===== config.mk =====
export PLATFORM = sky130hd
export DESIGN_NAME = th_sensor_frame_decoder_core
export DESIGN_NICKNAME = d
export VERILOG_FILES = /design/src/rtl/core/thfd_pkg.sv /design/src/rtl/core/thfd_frame.sv /design/src/rtl/core/thfd_scale.sv /design/src/rtl/core/th_sensor_frame_decoder_core.sv
export VERILOG_INCLUDE_DIRS = /design/src /design/src/rtl/core
export SDC_FILE = /design/constraint.sdc
export NUM_CORES = 1
export LEC_CHECK = 0
export ABC_AREA = 1
export BUFFER_PORTS_ARGS = -buffer_cell sky130_fd_sc_hd__buf_2
export CORE_MARGIN = 2
export CORE_UTILIZATION = 50
export CTS_CLUSTER_SIZE = 25
export DETAILED_ROUTE_END_ITERATION = 6
export PLACE_DENSITY = 0.67
export SLEW_MARGIN = 20
export SYNTH_ARGS = -nofsm -noshare
export SYNTH_HDL_FRONTEND = slang
export SYNTH_SLANG_ARGS = --single-unit

===== constraint.sdc =====
create_clock -name aclk -period 5.9 [get_ports aclk]
set_clock_uncertainty 0.2 [all_clocks]
set_input_delay 0.295 -clock aclk [delete_from_list [all_inputs] [get_ports aclk]]
set_output_delay 0.295 -clock aclk [all_outputs]
set_load 0.01 [all_outputs]

===== src/rtl/core/th_sensor_frame_decoder_core_assert.svh =====
// Assertion macros for the sensor frame decoder core.
// Used by the top level only; needs a clock and an active-low reset name per use.
`ifndef TH_SENSOR_FRAME_DECODER_CORE_ASSERT_SVH
`define TH_SENSOR_FRAME_DECODER_CORE_ASSERT_SVH

// same-cycle implication
`define THFD_ASSERT_IMP(label, clk, rstn, lhs, rhs) \
    label: assert property (@(posedge clk) disable iff (!(rstn)) (lhs) |-> (rhs)) \
        else $error("thfd assertion failed");

// next-cycle implication
`define THFD_ASSERT_NXT(label, clk, rstn, lhs, rhs) \
    label: assert property (@(posedge clk) disable iff (!(rstn)) (lhs) |=> (rhs)) \
        else $error("thfd assertion failed");

`endif


===== src/rtl/core/thfd_pkg.sv =====
// Shared types, constants and the CRC-8 function of the sensor frame decoder.
// No dependencies.
`timescale 1ns / 1ps

package thfd_pkg;

    localparam logic [7:0] CRC_POLY = 8'h31;
    localparam logic [7:0] CRC_INIT = 8'hFF;

    localparam logic [2:0] POS_T_MSB = 3'd0;
    localparam logic [2:0] POS_T_LSB = 3'd1;
    localparam logic [2:0] POS_T_CRC = 3'd2;
    localparam logic [2:0] POS_H_MSB = 3'd3;
    localparam logic [2:0] POS_H_LSB = 3'd4;
    localparam logic [2:0] POS_H_CRC = 3'd5;

    localparam logic [14:0] TEMP_SCALE  = 15'd17500;
    localparam logic [13:0] HUM_SCALE   = 14'd10000;
    localparam logic [15:0] TEMP_OFFSET = 16'd4500;
    localparam logic [16:0] FULL_SCALE  = 17'd65535;

    typedef struct packed {
        logic        done;
        logic [15:0] raw_t;
        logic [15:0] raw_h;
        logic        t_ok;
        logic        h_ok;
    } frame_evt_t;

    typedef struct packed {
        logic stg_valid;
        logic can_load;
    } scale_status_t;

    function automatic logic [7:0] crc8_feed(input logic [7:0] crc, input logic [7:0] b);
        logic [7:0] c;
        c = crc ^ b;
        for (int i = 0; i < 8; i++) begin
            if (c[7]) begin
                c = {c[6:0], 1'b0} ^ CRC_POLY;
            end else begin
                c = {c[6:0], 1'b0};
            end
        end
        return c;
    endfunction

endpackage


===== src/rtl/core/thfd_frame.sv =====
// Byte assembly and per-word CRC-8 check of the six-byte reply.
// Depends on thfd_pkg.
`timescale 1ns / 1ps

module thfd_frame (
    input  logic                   aclk,
    input  logic                   aresetn,
    input  logic                   fire,
    input  logic [7:0]             rx_byte,
    input  logic                   frame_start,
    output thfd_pkg::frame_evt_t   evt
);

    logic [2:0]  byte_position_reg, byte_position_next;
    logic [7:0]  running_crc_reg, running_crc_next;
    logic [15:0] raw_t_reg, raw_t_next;
    logic [15:0] raw_h_reg, raw_h_next;
    logic        t_ok_reg, t_ok_next;
    logic [2:0]  pos;
    logic [7:0]  crc_base;
    logic [7:0]  crc_fed;

    always_comb begin
        pos = frame_start ? thfd_pkg::POS_T_MSB : byte_position_reg;
        if (pos > thfd_pkg::POS_H_CRC) begin
            pos = thfd_pkg::POS_T_MSB;
        end
        crc_base = frame_start ? thfd_pkg::CRC_INIT : running_crc_reg;
        crc_fed  = thfd_pkg::crc8_feed(crc_base, rx_byte);

        byte_position_next = byte_position_reg;
        running_crc_next   = running_crc_reg;
        raw_t_next         = raw_t_reg;
        raw_h_next         = raw_h_reg;
        t_ok_next          = t_ok_reg;
        evt.done           = 1'b0;

        if (fire) begin
            byte_position_next = pos + 3'd1;
            case (pos)
                thfd_pkg::POS_T_MSB: begin
                    raw_t_next       = {rx_byte, raw_t_reg[7:0]};
                    running_crc_next = crc_fed;
                end
                thfd_pkg::POS_T_LSB: begin
                    raw_t_next       = {raw_t_reg[15:8], rx_byte};
                    running_crc_next = crc_fed;
                end
                thfd_pkg::POS_T_CRC: begin
                    t_ok_next        = (crc_base == rx_byte);
                    running_crc_next = thfd_pkg::CRC_INIT;
                end
                thfd_pkg::POS_H_MSB: begin
                    raw_h_next       = {rx_byte, raw_h_reg[7:0]};
                    running_crc_next = crc_fed;
                end
                thfd_pkg::POS_H_LSB: begin
                    raw_h_next       = {raw_h_reg[15:8], rx_byte};
                    running_crc_next = crc_fed;
                end
                default: begin
                    evt.done           = 1'b1;
                    running_crc_next   = thfd_pkg::CRC_INIT;
                    byte_position_next = thfd_pkg::POS_T_MSB;
                end
            endcase
        end

        evt.raw_t = raw_t_reg;
        evt.raw_h = raw_h_reg;
        evt.t_ok  = t_ok_reg;
        evt.h_ok  = (crc_base == rx_byte);
    end

    always_ff @(posedge aclk) begin
        if (!aresetn) begin
            byte_position_reg <= thfd_pkg::POS_T_MSB;
            running_crc_reg   <= thfd_pkg::CRC_INIT;
            raw_t_reg         <= 16'd0;
            raw_h_reg         <= 16'd0;
            t_ok_reg          <= 1'b0;
        end else begin
            byte_position_reg <= byte_position_next;
            running_crc_reg   <= running_crc_next;
            raw_t_reg         <= raw_t_next;
            raw_h_reg         <= raw_h_next;
            t_ok_reg          <= t_ok_next;
        end
    end

endmodule


===== src/rtl/core/thfd_scale.sv =====
// Scaling of the raw words into centi-units and the result output register.
// Depends on thfd_pkg; fed by thfd_frame.
`timescale 1ns / 1ps

module thfd_scale (
    input  logic                      aclk,
    input  logic                      aresetn,
    input  thfd_pkg::frame_evt_t      evt,
    input  logic                      m_tready,
    output logic                      m_tvalid,
    output logic [31:0]               m_tdata,
    output thfd_pkg::scale_status_t   status
);

    logic        stg_valid_reg, stg_valid_next;
    logic [30:0] prod_t_reg;
    logic [29:0] prod_h_reg;
    logic        t_ok_reg;
    logic        h_ok_reg;
    logic        m_valid_reg, m_valid_next;
    logic [31:0] m_data_reg;
    logic        out_adv;
    logic [16:0] rem_t;
    logic [16:0] rem_h;
    logic [15:0] temp_full;
    logic [13:0] hum_q;

    assign out_adv = !m_valid_reg || m_tready;

    always_comb begin
        stg_valid_next = stg_valid_reg;
        if (evt.done) begin
            stg_valid_next = 1'b1;
        end else if (out_adv) begin
            stg_valid_next = 1'b0;
        end
        m_valid_next = out_adv ? stg_valid_reg : m_valid_reg;

        // x / 65535 with x = a*65536 + b: quotient a, plus one when a + b >= 65535
        rem_t = {2'b00, prod_t_reg[30:16]} + {1'b0, prod_t_reg[15:0]};
        rem_h = {3'b000, prod_h_reg[29:16]} + {1'b0, prod_h_reg[15:0]};
        temp_full = {1'b0, prod_t_reg[30:16]}
                  + {15'd0, (rem_t >= thfd_pkg::FULL_SCALE)}
                  - thfd_pkg::TEMP_OFFSET;
        hum_q = prod_h_reg[29:16] + {13'd0, (rem_h >= thfd_pkg::FULL_SCALE)};
    end

    always_ff @(posedge aclk) begin
        if (evt.done) begin
            prod_t_reg <= {15'd0, evt.raw_t} * {16'd0, thfd_pkg::TEMP_SCALE};
            prod_h_reg <= {14'd0, evt.raw_h} * {16'd0, thfd_pkg::HUM_SCALE};
            t_ok_reg   <= evt.t_ok;
            h_ok_reg   <= evt.h_ok;
        end
        if (out_adv && stg_valid_reg) begin
            m_data_reg <= {1'b0, h_ok_reg, t_ok_reg, hum_q, temp_full[14:0]};
        end
    end

    always_ff @(posedge aclk) begin
        if (!aresetn) begin
            stg_valid_reg <= 1'b0;
            m_valid_reg   <= 1'b0;
        end else begin
            stg_valid_reg <= stg_valid_next;
            m_valid_reg   <= m_valid_next;
        end
    end

    assign m_tvalid         = m_valid_reg;
    assign m_tdata          = m_data_reg;
    assign status.stg_valid = stg_valid_reg;
    assign status.can_load  = !stg_valid_reg || out_adv;

endmodule


===== src/rtl/core/th_sensor_frame_decoder_core.sv =====
// Top level of the humidity/temperature sensor frame decoder core.
// Depends on thfd_pkg, thfd_frame, thfd_scale and th_sensor_frame_decoder_core_assert.svh.
//
// Takes the six-byte sensor reply one byte per transfer (temperature MSB, LSB, CRC,
// humidity MSB, LSB, CRC) and, after the sixth byte, emits one result transfer with
// temperature in hundredths of a degree C, humidity in hundredths of a percent and a
// CRC-8 pass flag per word. s_tuser high marks a byte as the first of a reply and
// drops any partial reply. One byte is accepted per clock while s_tready is high; a result
// passes through a product register, then the output register that applies the exact
// divide by 65535. s_tready drops only while both the product stage and the output
// register hold results that the sink has not taken.
`timescale 1ns / 1ps

`include "th_sensor_frame_decoder_core_assert.svh"

module th_sensor_frame_decoder_core (
    input  logic        aclk,
    input  logic        aresetn,
    input  logic        s_tvalid,
    output logic        s_tready,
    input  logic [7:0]  s_tdata,   // [7:0] rx_byte
    input  logic        s_tuser,   // [0] frame_start
    output logic        m_tvalid,
    input  logic        m_tready,
    output logic [31:0] m_tdata    // [14:0] temperature_centi, [28:15] humidity_centi,
                                   // [29] temperature_crc_ok, [30] humidity_crc_ok, [31] 0
);

    logic                     fire;
    thfd_pkg::frame_evt_t     evt;
    thfd_pkg::scale_status_t  status;

    assign s_tready = status.can_load;
    assign fire     = s_tvalid && s_tready;

    thfd_frame u_frame (
        .aclk        (aclk),
        .aresetn     (aresetn),
        .fire        (fire),
        .rx_byte     (s_tdata),
        .frame_start (s_tuser),
        .evt         (evt)
    );

    thfd_scale u_scale (
        .aclk     (aclk),
        .aresetn  (aresetn),
        .evt      (evt),
        .m_tready (m_tready),
        .m_tvalid (m_tvalid),
        .m_tdata  (m_tdata),
        .status   (status)
    );

    `THFD_ASSERT_NXT(a_done_loads_stage, aclk, aresetn, evt.done, status.stg_valid)
    `THFD_ASSERT_IMP(a_stall_only_when_full, aclk, aresetn, !s_tready, m_tvalid && !m_tready)
    `THFD_ASSERT_IMP(a_rose_from_stage, aclk, aresetn, $rose(m_tvalid), $past(status.stg_valid))
    `THFD_ASSERT_IMP(a_hum_in_range, aclk, aresetn, m_tvalid, m_tdata[28:15] <= 14'd10000)

endmodule


==> out/metrics.cfg <==
[yosys]
synth_mux_area_share_pct=0
netlist_area_before_placement_um2=13140
mappedNetlistNets=1836
post_synth_fa_ha_maj_area_fraction_pct=31.54
synth_sequential_area_ratio_pct=27.12
count_of_flip_flops_with_a_built_in_enable_after_synthesis=88
yosys.area_share.xor_xnor_pct=5.827
synth_simple_gate_area_share_pct=17.03
synth_top_flop_cell=edfxtp_1
yosys_warnings=0
synth.ff_latch_count=134
syn_inst=1541
post_syn_area_per_cell_um2=8.527
synth-compound-area-share_pct=8.494
synth_cell_type_count=50
synth_top_family_by_area=adder cells
postSynth.asyncResetShare_pct=0

[global_route]
busiest_layer=met2
use_met3_pct=2.693
met2_usage_pct=34.42
global_route.usage.met1_pct=29.48
grt_max_degree=40
track_usage_pct=21.03
gr-total-overflow=0
first_global_vias=9768
grt_pass1_wl_um=47370
antenna_found_initial=0

[timing]
max_slew_margin_pct=47.72
worst-slew-pin-transition_ns=0.7824
final-max-slew-violation-count=0
setup_total_negative_slack_ns=0
timing.final.ws_setup_ns=1.194
rsz0062_at_grt=false
max_clock_freq_mhz=212.5
finalHoldViolCount=0
timing.final.crit_share_pct=79.76
setup_violations=0
final.min_clock_period_ns=4.706

[critical_path]
setup.worst_path.start_class=register
rr_startpoint=u_frame.raw_t_reg[10]$_SDFFE_PN0P_
timing.critical_path.to_type=register
worstSetupStartpoint=u_frame.raw_t_reg[10]$_SDFFE_PN0P_
timing.rr.end=u_scale.prod_t_reg[27]$_DFFE_PP_
cp_max_fo=7
setup.reg_to_reg.worst_slack_ns=1.19
criticalPathCategory=reg2reg
critical_path_required_ns=5.88
ff2ff_path_depth=18
cp.arrival_ns=4.68

[clock_network]
cts_setup_buffers=0
htreeDepth=4
cts_num_sinks=134
clk_path_buf_depth=2
tritoncts=done
cts-root-buf=clkbuf_16
path_clk_slew_ns=0.06
clk_latency_ns=0.43
cts_buffer_count=17

[power]
power.static_leakage_nw=7.631
netSwitchingFraction_pct=35.62
intPower_mw=2.028
cellPowerDensity_nw_per_um2=219.7
switching_power_mw=1.122
power.share.combinational_pct=30.5
power_frac_seq_pct=36.1
max-vdd-ir-drop_v=0.0001489
power.clock.fraction_pct=33.4

[detailed_routing]
avgRoutedWirePerCell_um=14.36
post_drt_via_cell_ratio=5.147
detail_route.first_pass.iterations=5
final_antenna_net_count=0
drt_first_iter_violations=558
drt_wl_total_um=27940
vias=10011
number_of_remaining_drc_errors=0

[final_layout]
final_layout_size_suffix_gt1_share_pct=7.516
largest_reg_flops=31
nets=1892
area_used_by_multi_input_combinational_logic_um2=8279
fillers=2378
area.sequential_um2=3563
number_of_antenna_repair_diodes=0
area_growth_syn_to_layout_pct=9.141

[floorplanning]
die_area_um2=27590
std_cell_rows=59
initial_util_pct=50.71
fp.coreArea_um2=25910
chipHeight_um=166.1
ioPinCount=47
die_width_um=166.1

[place]
io_buffer_count=45
dp_slack_ns=1.265
detailed_place_hpwl_um=23090
gp_congestion=0.9476

[worst_hold_path]
whs_endpoint=u_frame.raw_t_reg[4]$_SDFFE_PN0P_
holdCritPathClass=in2reg
hp-start=s_tdata[4]
timing.hold.worst_path_depth=3

[run]
cap_viol_max_count=0

[status]
run_status=completed

[cell usage after synthesis, types with 13 or more instances]
master / instances / area (um2)
edfxtp_1: 88 / 2643
nand4_1: 23 / 143.9
fa_1: 82 / 1642
nor2_1: 99 / 371.6
inv_1: 323 / 1212
o21ai_0: 59 / 295.3
xnor2_1: 26 / 227.7
dfxtp_1: 46 / 920.9
nand3_1: 70 / 350.3
xor2_1: 44 / 385.4
nor3_1: 13 / 65.06
ha_1: 200 / 2502
a21oi_1: 97 / 485.5
nand2_1: 262 / 983.4
[cell usage in the layout, fill, tap and decap left out, drive strengths merged, types with 2 or more instances in the layout]
master	n
nand3b	11
nor4	2
or2	4
nand2	265
inv	337
a211oi	3
dfxtp	46
nand3	74
nor2	109
fa	82
a31oi	5
xnor2	30
buf	47
a21o	8
nand4	23
nor3	14
a21oi	97
clkinvlp	3
xor2	48
o21a	3
a21boi	4
clkbuf	17
edfxtp	88
o31ai	2
o21ai	71
ha	200
clkinv	4
o21bai	6
[logic make-up (layout without fill, tap and decap cells)]
kind of cell / Yosys count / count (layout)
flip-flops: 134 / 134
other: 1 / 1
XOR/XNOR: 78 / 78
AO/OA/AOI/OAI: 202 / 202
adder cells (fa/ha/maj): 282 / 282
buffers and inverters: 341 / 410
AND/OR/NAND/NOR: 503 / 503
[critical path, stage by stage, from the launching register on]
cell	delay, ns
dfxtp_1	0.44
ha_1	0.35
inv_1	0.05
fa_1	0.50
inv_1	0.04
ha_1	0.31
fa_1	0.48
inv_1	0.05
fa_1	0.52
inv_1	0.04
ha_1	0.35
a21oi_1	0.30
o21ai_0	0.16
a21oi_1	0.15
o21ai_1	0.14
a21oi_1	0.21
inv_1	0.06
nand2_1	0.06
nand2_1	0.04
[per-layer routing]
metal	share of wire [%]	routed length (um)	vias to the layer above
met4	1.7	462	0
met2	46	12970	221
met5	0	0	-
met1	48	13360	4669
li1	-	-	5091
met3	4.1	1144	30
[power groups by stage]
stage	Combinational [mW]	Sequential [mW]	Clock, mW
2_1_floorplan	0.721	1.14	0
3_3_place_gp	0.938	1.16	0
3_5_place_dp	0.953	1.16	0
4_1_cts	0.964	1.14	1.07
5_1_grt	1.11	1.15	1.11
6_report	0.961	1.14	1.05
[what timing repair did]
action / in CTS / in global routing
hold buffers: 1 / 0
hold endpoints to repair: 1 / 0
resized for setup: 0 / 0
endpoints found under the setup margin: 0 / 0
[through the flow]
step / utilization [%] / power (mW) / hold WS (ns) / std cells / instance area (um2)
after global placement: 53.00 / 2.096 / 0.2042 / 1911 / 13730
after detailed placement: 53.00 / 2.112 / 0.2158 / 1911 / 13730
after CTS: 55.24 / 3.172 / 0.04051 / 1944 / 14310
final: 55.35 / 3.150 / 0.06182 / 1945 / 14340
after floorplan: - / 1.865 / 0.2003 / 1541 / 13140
after global routing: 55.35 / 3.363 / 0.05284 / 1945 / 14340
[worst max-delay path by stage]
stage,to,slack [ns],cells after the start
floorplan,u_scale.prod_h_reg[24]$_DFFE_PP_,1.60,22
global placement,u_scale.prod_t_reg[27]$_DFFE_PP_,1.31,18
detailed placement,u_scale.prod_t_reg[27]$_DFFE_PP_,1.27,18
CTS,u_scale.prod_t_reg[27]$_DFFE_PP_,1.22,18
global route,u_scale.prod_h_reg[24]$_DFFE_PP_,0.89,22
finish,u_scale.prod_t_reg[27]$_DFFE_PP_,1.19,18
[final cells by class]
cell class              count  area share [%]
clock inverters            15           1.012
inverters                 330           8.637
multi-input cells        1066           57.73
clock buffers              17           2.966
flip-flops and latches    134           24.85
repair buffers             48           1.884
well taps                 335           2.923
Power figures use the tool's default switching activity.
